`config.mk`:
```
export PLATFORM = sky130hd
export DESIGN_NAME = bresenham_line_stepper_thick_top
export DESIGN_NICKNAME = d
export VERILOG_FILES = /design/src/rtl/bls_pkg.sv /design/src/rtl/bresenham_line_stepper_thick_top.sv
export SDC_FILE = /design/constraint.sdc
export NUM_CORES = 1
export LEC_CHECK = 0
export ABC_AREA = 1
export BUFFER_PORTS_ARGS = -buffer_cell sky130_fd_sc_hd__buf_4
export CAP_MARGIN = 20
export CORE_ASPECT_RATIO = 1.4
export CORE_UTILIZATION = 40
export DETAILED_ROUTE_END_ITERATION = 8
export GPL_ROUTABILITY_DRIVEN = 0
export HOLD_SLACK_MARGIN = 0.02
export PLACE_DENSITY = 0.53
export SYNTH_ARGS = -nofsm -noshare
export SYNTH_HDL_FRONTEND = slang
export SYNTH_SLANG_ARGS = --single-unit
```
`constraint.sdc`:
```
create_clock -name i_clk -period 10.65 [get_ports i_clk]
set_clock_uncertainty 0.15 [all_clocks]
set_input_delay 2.13 -clock i_clk [delete_from_list [all_inputs] [get_ports i_clk]]
set_output_delay 2.13 -clock i_clk [all_outputs]
set_load 0.05 [all_outputs]
```
`src/rtl/bls_pkg.sv`:
```
// Shared types and constants for the thick-line Bresenham stepper.
// No dependencies; imported by bresenham_line_stepper_thick_top, bls_checker and tb.
package bls_pkg;

    // coordinate width of the endpoints and of the stepper position
    localparam int COORD_BITS = 12;
    // emitted pixel coordinates carry one extra bit for the widening offset
    localparam int PIX_W      = COORD_BITS + 1;
    localparam int DELTA_W    = COORD_BITS + 1;
    localparam int ERR_W      = COORD_BITS + 2;

    // configuration registers
    localparam int CFG_W      = 11;
    localparam int CFG_IDX_W  = 1;
    localparam logic [CFG_IDX_W-1:0] REG_SCREEN_WIDTH  = 1'd0;
    localparam logic [CFG_IDX_W-1:0] REG_SCREEN_HEIGHT = 1'd1;
    localparam logic [CFG_W-1:0] SCREEN_WIDTH_RST  = 11'd640;
    localparam logic [CFG_W-1:0] SCREEN_HEIGHT_RST = 11'd350;

    // stream payload widths, padded to whole bytes
    localparam int IN_FIELDS_W  = 4 * COORD_BITS + 5;
    localparam int IN_DATA_W    = ((IN_FIELDS_W + 7) / 8) * 8;
    localparam int OUT_FIELDS_W = 2 * PIX_W + 4;
    localparam int OUT_DATA_W   = ((OUT_FIELDS_W + 7) / 8) * 8;
    localparam int OUT_USER_W   = 2;

    // width used for the on-screen compare
    localparam int CMP_W = (PIX_W > CFG_W + 1) ? PIX_W : CFG_W + 1;

    typedef enum logic {
        OP_LOAD = 1'b0,
        OP_STEP = 1'b1
    } t_opcode;

    typedef enum logic [1:0] {
        WIDEN_NONE = 2'd0,
        WIDEN_Y    = 2'd1,
        WIDEN_X    = 2'd2
    } t_widen;

endpackage

```
`src/rtl/bresenham_line_stepper_thick_top.sv`:
```
// Bresenham line stepper with optional three-pixel-wide output, top level.
// Latency: a step beat's first pixel is presented the cycle after it is accepted.
// Throughput: one load beat per cycle and one step beat per cycle in thin mode, while the
// output is not stalled; in thick mode a step beat is taken only as the previous step's last
// pixel drains, set by the single pixel output register. Reset (synchronous, active low):
// no active line, screen size 640 x 350. Depends on bls_pkg.
module bresenham_line_stepper_thick_top (
    input  logic                            i_clk,
    input  logic                            i_rst_n,
    // configuration write port
    input  logic                            i_cfg_we,
    input  logic [bls_pkg::CFG_IDX_W-1:0]   i_cfg_idx,
    input  logic [bls_pkg::CFG_W-1:0]       i_cfg_data,
    // input stream
    input  logic                            s_axis_tvalid,
    output logic                            s_axis_tready,
    // x_start, y_start, x_end, y_end, pen_color, thick, zero pad
    input  logic [bls_pkg::IN_DATA_W-1:0]   s_axis_tdata,
    // opcode
    input  logic                            s_axis_tuser,
    // output stream
    output logic                            m_axis_tvalid,
    input  logic                            m_axis_tready,
    // pixel_x, pixel_y, pixel_color, zero pad
    output logic [bls_pkg::OUT_DATA_W-1:0]  m_axis_tdata,
    // on_screen, line_done
    output logic [bls_pkg::OUT_USER_W-1:0]  m_axis_tuser,
    // last_of_step
    output logic                            m_axis_tlast
);
    import bls_pkg::*;

    localparam int CB = COORD_BITS;

    // configuration
    logic [CFG_W-1:0] r_scr_w, r_scr_h;

    // line state
    logic                 r_active;
    logic [CB-1:0]        r_cur_x, r_cur_y, r_goal_x, r_goal_y;
    logic [DELTA_W-1:0]   r_dx, r_dy;
    logic                 r_dir_x_neg, r_dir_y_neg;
    logic [ERR_W-1:0]     r_err;
    logic [3:0]           r_color;
    t_widen               r_widen;

    // pixel output register
    logic                 r_ovalid;
    logic [CB-1:0]        r_ox, r_oy;
    logic [3:0]           r_ocolor;
    t_widen               r_owiden;
    logic                 r_odone;
    logic [1:0]           r_beat;

    // input field unpacking
    t_opcode              in_op;
    logic [CB-1:0]        in_x0, in_y0, in_x1, in_y1;
    logic [3:0]           in_color;
    logic                 in_thick;

    assign in_op    = t_opcode'(s_axis_tuser);
    assign in_x0    = s_axis_tdata[CB-1:0];
    assign in_y0    = s_axis_tdata[2*CB-1:CB];
    assign in_x1    = s_axis_tdata[3*CB-1:2*CB];
    assign in_y1    = s_axis_tdata[4*CB-1:3*CB];
    assign in_color = s_axis_tdata[4*CB+3:4*CB];
    assign in_thick = s_axis_tdata[4*CB+4];

    // handshake: take a new beat when the pixel register is empty or drains now
    logic out_fire, out_last, in_fire, step_go, load_go;

    assign out_last      = (r_owiden == WIDEN_NONE) || (r_beat == 2'd2);
    assign out_fire      = r_ovalid && m_axis_tready;
    assign s_axis_tready = !r_ovalid || (m_axis_tready && out_last);
    assign in_fire       = s_axis_tvalid && s_axis_tready;
    assign load_go       = in_fire && (in_op == OP_LOAD);
    assign step_go       = in_fire && (in_op == OP_STEP) && r_active;

    // load setup: deltas, directions, initial error, widening mode
    logic signed [DELTA_W-1:0] ld_diff_x, ld_diff_y;
    logic                      ld_gt_x, ld_gt_y;
    logic [DELTA_W-1:0]        ld_dx, ld_dy;
    logic [ERR_W-1:0]          ld_err;
    t_widen                    ld_widen;

    always_comb begin
        ld_gt_x   = $signed(in_x1) > $signed(in_x0);
        ld_gt_y   = $signed(in_y1) > $signed(in_y0);
        ld_diff_x = $signed({in_x1[CB-1], in_x1}) - $signed({in_x0[CB-1], in_x0});
        ld_diff_y = $signed({in_y1[CB-1], in_y1}) - $signed({in_y0[CB-1], in_y0});
        ld_dx     = ld_gt_x ? DELTA_W'(ld_diff_x) : DELTA_W'(-ld_diff_x);
        ld_dy     = ld_gt_y ? DELTA_W'(ld_diff_y) : DELTA_W'(-ld_diff_y);
        if (ld_dx > ld_dy) begin
            ld_err = {2'b00, ld_dx[DELTA_W-1:1]};
        end else begin
            ld_err = -{2'b00, ld_dy[DELTA_W-1:1]};
        end
        if (!in_thick) begin
            ld_widen = WIDEN_NONE;
        end else if (ld_dx >= ld_dy) begin
            ld_widen = WIDEN_Y;
        end else begin
            ld_widen = WIDEN_X;
        end
    end

    // one Bresenham step from the current state
    logic                    st_done, st_mv_x, st_mv_y;
    logic signed [ERR_W:0]   st_e, st_dx, st_dy, st_sum;
    logic [CB-1:0]           n_cur_x, n_cur_y;
    logic [ERR_W-1:0]        n_err;

    always_comb begin
        st_done = (r_cur_x == r_goal_x) && (r_cur_y == r_goal_y);
        st_e    = $signed({r_err[ERR_W-1], r_err});
        st_dx   = $signed({2'b00, r_dx});
        st_dy   = $signed({2'b00, r_dy});
        st_mv_x = st_e > -st_dx;
        st_mv_y = st_e < st_dy;
        st_sum  = st_e - (st_mv_x ? st_dy : '0) + (st_mv_y ? st_dx : '0);
        n_err   = st_sum[ERR_W-1:0];
        n_cur_x = r_cur_x;
        n_cur_y = r_cur_y;
        if (st_mv_x) begin
            n_cur_x = r_dir_x_neg ? r_cur_x - CB'(1) : r_cur_x + CB'(1);
        end
        if (st_mv_y) begin
            n_cur_y = r_dir_y_neg ? r_cur_y - CB'(1) : r_cur_y + CB'(1);
        end
    end

    // configuration registers
    always_ff @(posedge i_clk) begin
        if (!i_rst_n) begin
            r_scr_w <= SCREEN_WIDTH_RST;
            r_scr_h <= SCREEN_HEIGHT_RST;
        end else if (i_cfg_we) begin
            case (i_cfg_idx)
                REG_SCREEN_WIDTH:  r_scr_w <= i_cfg_data;
                REG_SCREEN_HEIGHT: r_scr_h <= i_cfg_data;
                default: ;
            endcase
        end
    end

    // line state update
    always_ff @(posedge i_clk) begin
        if (!i_rst_n) begin
            r_active    <= 1'b0;
            r_cur_x     <= '0;
            r_cur_y     <= '0;
            r_goal_x    <= '0;
            r_goal_y    <= '0;
            r_dx        <= '0;
            r_dy        <= '0;
            r_dir_x_neg <= 1'b0;
            r_dir_y_neg <= 1'b0;
            r_err       <= '0;
            r_color     <= '0;
            r_widen     <= WIDEN_NONE;
        end else if (load_go) begin
            r_active    <= 1'b1;
            r_cur_x     <= in_x0;
            r_cur_y     <= in_y0;
            r_goal_x    <= in_x1;
            r_goal_y    <= in_y1;
            r_dx        <= ld_dx;
            r_dy        <= ld_dy;
            r_dir_x_neg <= !ld_gt_x;
            r_dir_y_neg <= !ld_gt_y;
            r_err       <= ld_err;
            r_color     <= in_color;
            r_widen     <= ld_widen;
        end else if (step_go) begin
            if (st_done) begin
                r_active <= 1'b0;
            end else begin
                r_cur_x <= n_cur_x;
                r_cur_y <= n_cur_y;
                r_err   <= n_err;
            end
        end
    end

    // pixel output register: holds the step's center pixel, walks the beats
    always_ff @(posedge i_clk) begin
        if (!i_rst_n) begin
            r_ovalid <= 1'b0;
            r_beat   <= '0;
        end else if (step_go) begin
            r_ovalid <= 1'b1;
            r_beat   <= '0;
        end else if (out_fire) begin
            if (out_last) begin
                r_ovalid <= 1'b0;
            end else begin
                r_beat <= r_beat + 2'd1;
            end
        end
    end

    always_ff @(posedge i_clk) begin
        if (step_go) begin
            r_ox     <= r_cur_x;
            r_oy     <= r_cur_y;
            r_ocolor <= r_color;
            r_owiden <= r_widen;
            r_odone  <= st_done;
        end
    end

    // pixel coordinates: center plus -1, 0, +1 across the widening axis
    logic signed [PIX_W-1:0] px_off, px_x, px_y;
    logic                    px_on;

    always_comb begin
        case (r_beat)
            2'd0:    px_off = (r_owiden == WIDEN_NONE) ? '0 : '1;
            2'd2:    px_off = PIX_W'(1);
            default: px_off = '0;
        endcase
        px_x = $signed({r_ox[CB-1], r_ox});
        px_y = $signed({r_oy[CB-1], r_oy});
        if (r_owiden == WIDEN_X) begin
            px_x = px_x + px_off;
        end
        if (r_owiden == WIDEN_Y) begin
            px_y = px_y + px_off;
        end
        px_on = !px_x[PIX_W-1] && !px_y[PIX_W-1]
                && (CMP_W'(px_x[PIX_W-2:0]) < CMP_W'(r_scr_w))
                && (CMP_W'(px_y[PIX_W-2:0]) < CMP_W'(r_scr_h));
    end

    assign m_axis_tvalid = r_ovalid;
    assign m_axis_tlast  = out_last;
    assign m_axis_tuser  = {r_odone, px_on};
    assign m_axis_tdata  = OUT_DATA_W'({r_ocolor, px_y, px_x});

endmodule

```
==> metrics.cfg, run 1 <==
[clock_network]
htree_levels = 4
hold_buffers = 0
cts_root_buf = clkbuf_16
cts_tree = yes
worstSkewPairLatency_ps = 450
ctsResizeCount = 0
cts.sink_count = 153
clkTransAtPathRegs_ps = 60
cts.path.max_buffers = 2
post_cts_buffers = 0
cts_buffers = 17

[routing]
vias = 12200
drc = 0
first_iter_violations = 500
firstDrtPassIters = 4
postRouteWirelength_um = 38300
postRouteAntennaNets = 0
via_per_inst = 5.05
wl_per_cell_um = 15.9

[worst_setup_path]
cp.arrival_ps = 5050
cp-end-kind = primary output
cp.required_ps = 8370
crit_type = flip-flop to primary output
start_kind = flip-flop
worst-path-max-fanout = 25

[pwr]
power_switching_mw = 0.949
p_seq_share_pct = 30.2
intPower_mw = 1.34
ir_worst_vdd_mv = 0.124
swShare_pct = 41.4
clockPowerShare_pct = 26.3
p_per_area_mw_per_mm2 = 154
leakagePower_nw = 7.25
power_frac_comb_pct = 43.5

[sta]
holdWs_ps = 291
setup_violations = 0
clock.fmax_mhz = 136
period_share_pct = 68.8
period_minus_slack_ps = 7330
timing.setup.tns_ps = 0
rsz0062_at_grt = no
finalMaxSlewViolations = 0
tightest_slew_ps = 1110
finalHoldViolations = 0
slew-limit-headroom_pct = 25.7

[floorplanning]
die_h_um = 216
dieArea_mm2 = 0.0335
io_pins = 111
die_w_um = 155
rows = 78
initial_core_util_pct = 40.6
core-area_mm2 = 0.0323

[logic_synthesis]
synth-async-reset-ratio_pct = 0
muxShareOfSynthArea_pct = 0.0764
ys_seq_area_share_pct = 25.7
synth_edf_count = 31
synth-compound-area-share_pct = 18.3
synth_cells = 1877
yosys.area_share.xor_xnor_pct = 5.61
synth_fa_ha_area_share_pct = 17.0
ys_top_cells_by_count = 349 x nand2_1, 296 x inv_1, 181 x a21oi_1
synth_most_common_cell = nand2_1
synth_top_family_by_area = simple AND/OR/NAND/NOR gates
yosysUniqueCellTypes = 52
synth-main-ff-cell = dfxtp_1
yosysTopAreaCellShare_pct = 18.6
syn_avg_cell_area_um2 = 6.98
netlist_top_cells_area = dfxtp_1 19%, ha_1 14%, nand2_1 10%
yosysTopAreaCell = dfxtp_1
synth-seq-cells = 153
synth_area_mm2 = 0.0131
synth-simple-area-share_pct = 22.8
yosys_warnings = 0

[placement]
port_buffers = 105
hpwl_um = 30500
place_area_mm2 = 0.0143
placedCellCount = 2380

[global_routing]
grt_pass1_wl_um = 61100
grtUsageTotal_pct = 23.6
antenna_found_initial = 0
grt_pass1_vias = 12100
grt_overflow = 0
grt_start_max_net_pins = 93

[finish]
antenna_cells = 0
final_area_mm2 = 0.0149
syn_to_final_growth_pct = 13.4
nets = 2200
drive_above_1_share_pct = 10.4
utilization_pct = 46.0
fin_cells = 2412

[worst_hold_path]
hp-class = flip-flop to flip-flop

[flow_run]
max_cap_viol_count = 0

[status]
outcome = completed

## layout make-up
cell class | instances | area, um^2
fill | 3389 | 17400
clock inverter | 11 | 95.1
multi-input combinational | 1371 | 8390
tap | 440 | 551
sequential | 153 | 3370
clock buffer | 21 | 470
timing repair buffer | 113 | 848
inverter | 303 | 1140
## through the flow
step	power (mW)	worst slack [ps]
final	2.29	3320
after global routing	2.47	2780
after CTS	2.31	3210
after detailed placement	1.70	3540
after global placement	1.69	3560
after floorplan	1.42	2910
## flip-flops by register name, indices dropped and copies added (netlist names)
signal,count
m_axis_tvalid,1
r_scr_w,11
r_cur_y,12
r_dir_x_neg,1
r_active,1
r_goal_y,12
r_dir_y_neg,1
r_owiden,2
r_goal_x,12
r_ox,12
r_dx,13
r_cur_x,12
r_scr_h,11
r_ocolor,4
r_beat,2
r_widen,2
r_dy,13
r_color,4
r_oy,12
r_odone,1
r_err,14
## cells by family (layout without fill, tap and decap cells)
logic type,Yosys count,after routing
compound gates,437,437
flops,153,153
other cells,1,2
simple gates,681,681
fa+ha+maj,167,167
mux,1,1
buf+inv,354,448
xor+xnor,83,83
## layer usage
metal	up-vias	share of wire, %	wire [um]	track usage [%]
li1	6360	-	-	-
met1	5534	40	15200	24.3
met2	219	53	20500	45.8
met3	76	2.7	1020	2.96
met4	0	4.3	1630	12.1
met5	-	0	0	0
## power groups by stage
stage	Clock (mW)	Sequential, mW	Combinational (mW)
2_1_floorplan	0	0.687	0.736
3_3_place_gp	0	0.703	0.984
3_5_place_dp	0	0.704	0.998
4_1_cts	0.615	0.692	1.00
5_1_grt	0.638	0.699	1.13
6_report	0.602	0.692	0.997
## cell usage in the layout, fill, tap and decap left out, types with 31 or more instances in the layout
master and count:
dfxtp_1 122, inv_1 296, edfxtp_1 31, xor2_1 54, ha_1 148, a21oi_1 181
nand2_1 349, nor2_1 135, nand3_1 79, o21ai_0 173, nand4_1 31, buf_4 113
## path summary, 6_finish.rpt
check	endpoint	start	slack, ps	depth (start not counted)
max	m_axis_tuser[0]	r_beat[0]$_SDFFE_PP0P_	3320	27
min	r_ocolor[2]$_DFFE_PP_	r_color[2]$_SDFFE_PN0P_	290	0
max reg2reg	r_err[12]$_SDFFE_PN0P_	r_dx[0]$_SDFFE_PN0P_	4270	29
min reg2reg	r_ocolor[2]$_DFFE_PP_	r_color[2]$_SDFFE_PN0P_	290	0
## worst max-delay path, stage by stage (launching register included)
cell      delay [ps]
dfxtp_1          320
inv_1             70
ha_1             200
inv_1             70
nor2_2            40
buf_4            240
or2_2            360
ha_1             250
fa_1             410
nand3_1          100
nand2_1          110
a21oi_1          150
nor2_1            50
nor2_1           120
xor2_1            70
o21ai_0          250
ha_1             290
inv_1             70
nor3_1            50
a211o_1          220
a21oi_1          140
o21ai_0          140
a211oi_1         270
nand2_1           90
nor3_1           130
nand2_1          100
nor2_1           100
buf_4            200
(Power assumes the default switching activity.)
==> inputs of run 2 (changes only) <==
ABC_AREA = 0   (was 1)
clock period = 7.2 ns   (was 10.65 ns; I/O delays follow)
==> run 2 against run 1 <==
Critical path depth is 7 lower; final cell count decreased by 13%; count of clock-buffer cells in the layout fell by 1; utilization is 0.19 points higher; die area down 2.1%; critical path type unchanged; first-iteration DRC count decreased by 0.60%.
==> metrics.cfg, run 2 <==
[worst_setup_path]
cpPeakStageDelay_ps = 410  ; about the same
slowest_stage = fa_1
crit_type = flip-flop to primary output
cpMostUsedCell = a21oi_1
critical-path-top-delay-family = compound AO/OA/AOI/OAI gates
cp.required_ps = 5610  ; -2760 ps
cp_num_buf_inv = 2  ; -3
start_kind = flip-flop
cp.arrival_ps = 5070  ; +20 ps
worstPathCellList = inv_1, ha_1, o21a_1, or2_2, ha_1, fa_1, a21o_1, a21oi_1, o21bai_1, a21oi_1, o21ai_0, a21oi_1, o21ai_0, o31ai_1, ha_1, o21ai_0, a21oi_1, a211o_1, nor3_1, buf_4
cp-end-kind = primary output
worst-path-max-fanout = 3  ; -88%

[placement]
place_area_mm2 = 0.0140  ; -1.8%
port_buffers = 105  ; unchanged
hpwl_um = 29500  ; -3.1%

[routing]
via_per_inst = 5.37  ; +6.3%
drc = 0  ; unchanged
postRouteWirelength_um = 36600  ; -4.6%
postRouteAntennaNets = 0  ; unchanged
wl_per_cell_um = 17.4  ; +9.4%
vias = 11300  ; -7.3%
firstDrtPassIters = 5  ; +1
first_iter_violations = 497  ; -0.60%

[global_routing]
grt_pass1_wl_um = 58500  ; -4.2%
grt_pass1_vias = 11400  ; -5.6%
grt_start_max_net_pins = 65  ; -30%
grtUsageTotal_pct = 23.1  ; -0.46 points
grt_overflow = 0  ; unchanged
antenna_found_initial = 2  ; +2

[logic_synthesis]
synth_cells = 1608  ; -14%
synth-seq-cells = 153  ; unchanged
synth_area_mm2 = 0.0128  ; -2.1%
netlist_top_cells_area = dfxtp_1 19%, ha_1 14%, edfxtp_1 7.3%
ys_seq_area_share_pct = 26.3  ; +0.56 points
synth_edf_count = 31  ; unchanged
yosysTopAreaCell = dfxtp_1
yosysTopAreaCellShare_pct = 19.0  ; +0.41 points
ys_top_cells_by_count = 195 x nand2_1, 163 x inv_1, 148 x ha_1
synth-main-ff-cell = dfxtp_1
yosysUniqueCellTypes = 75  ; +44%
syn_avg_cell_area_um2 = 7.97  ; +14%
synth-async-reset-ratio_pct = 0  ; unchanged
synth_most_common_cell = nand2_1
yosys_warnings = 0  ; unchanged

[finish]
layout_common_cells = 195 x nand2_1, 163 x inv_1, 148 x ha_1, 143 x a21oi_1, 125 x buf_4
antenna_cells = 0  ; unchanged
fill_cells = 3178  ; -6.2%
syn_to_final_growth_pct = 13.9
nets = 1937  ; -12%
largest_register = r_err
layout_commonest_cell = nand2_1
drive_above_1_share_pct = 10.5  ; +0.14 points
largest_reg_flops = 14  ; unchanged
reg_top3 = r_err x14, r_dx x13, r_dy x13
final_area_mm2 = 0.0146  ; -1.8%

[clock_network]
worstSkewPairLatency_ps = 450  ; about the same
cts.path.max_buffers = 2  ; unchanged
post_cts_buffers = 0  ; unchanged
cts_buffers = 17  ; unchanged
cts_tree = yes
clkTransAtPathRegs_ps = 60  ; about the same
ctsResizeCount = 0  ; unchanged
htree_levels = 4  ; unchanged
cts_root_buf = clkbuf_16
cts.sink_count = 153  ; unchanged
hold_buffers = 0  ; unchanged

[sta]
period_minus_slack_ps = 6660
finalMaxSlewViolations = 0  ; unchanged
timing.setup.tns_ps = 0  ; unchanged
finalHoldViolations = 0  ; unchanged
rsz0062_at_grt = no
period_share_pct = 92.6
setup_violations = 0  ; unchanged
clock.fmax_mhz = 150
slew-limit-headroom_pct = 38.6  ; +13 points
tightest_slew_ps = 920  ; -191 ps

[pwr]
ir_worst_vdd_mv = 0.197  ; +60%
p_per_area_mw_per_mm2 = 250  ; +62%
total_power_mw = 3.65  ; +59%
leakagePower_nw = 6.38  ; -12%

[floorplanning]
die_w_um = 153  ; -1.1%
dieArea_mm2 = 0.0328  ; -2.1%
rows = 77  ; -1.3%
io_pins = 111  ; unchanged
die_h_um = 214  ; -1.1%
initial_core_util_pct = 40.6  ; about the same
core-area_mm2 = 0.0316  ; -2.2%

[worst_hold_path]
hp-class = flip-flop to flip-flop

[status]
outcome = completed

[flow_run]
max_cap_viol_count = 0  ; unchanged

## run 2: stage by stage
stage | setup WS, ps | cells | utilization (%) | hold WS (ps)
final | 536 | 2104 | 46.2 | 279
after detailed placement | 521 | 2071 | 44.4 | 265
after global placement | 603 | 2071 | 44.4 | 262
after CTS | 493 | 2103 | 46.1 | 280
after floorplan | 55.7 | 1609 | - | 258
after global routing | 174 | 2104 | 46.2 | 302
## run 2: metal layers
metal  vias to the layer above  track usage, %  wire length, um
met5                         -               0               22
met4                         4            11.0             1420
met3                        62            3.17             1000
met2                       172            46.3            19900
met1                      5285            23.3            14200
li1                       5780               -                -
## run 2: cell families (layout without fill, tap and decap cells)
family,after synthesis,count (layout),share of synthesized area (%)
flip-flops,153,153,26.3
multiplexers,34,34,2.70
buffers and inverters,222,322,6.68
other,1,2,0.0292
adder cells (fa/ha/maj),167,167,17.4
AND/OR/NAND/NOR,483,483,17.6
AO/OA/AOI/OAI,424,424,20.7
XOR/XNOR,124,124,8.53
## run 2: area by class of cell
cell class / instances / area (um^2) / area share [%]
Inverter: 164 / 616 / 4.22
Clock buffer: 20 / 437 / 2.99
Timing Repair Buffer: 126 / 966 / 6.62
Tap cell: 395 / 494 / 3.39
Sequential cell: 153 / 3370 / 23.1
Clock inverter: 12 / 103 / 0.703
Multi-Input combinational cell: 1234 / 8610 / 59.0
## run 2: where the power goes
| part | total, mW | switching (mW) | internal [mW] |
|---|---|---|---|
| combinational | 1.79 | 1.05 | 0.738 |
| clock | 0.844 | 0.373 | 0.471 |
| sequential | 1.01 | 0.0693 | 0.941 |
| total | 3.65 | 1.50 | 2.15 |
## run 2: path summary, 6_finish.rpt
kind	start	to	slack, ps	cells after the start
worst max register to register	r_dx[2]$_SDFFE_PN0P_	r_err[13]$_SDFFE_PN0P_	830	25
worst max-delay path	r_beat[0]$_SDFFE_PP0P_	m_axis_tuser[0]	540	20
worst min register to register	r_color[3]$_SDFFE_PN0P_	r_ocolor[3]$_DFFE_PP_	280	0
worst min-delay path	r_color[3]$_SDFFE_PN0P_	r_ocolor[3]$_DFFE_PP_	280	0
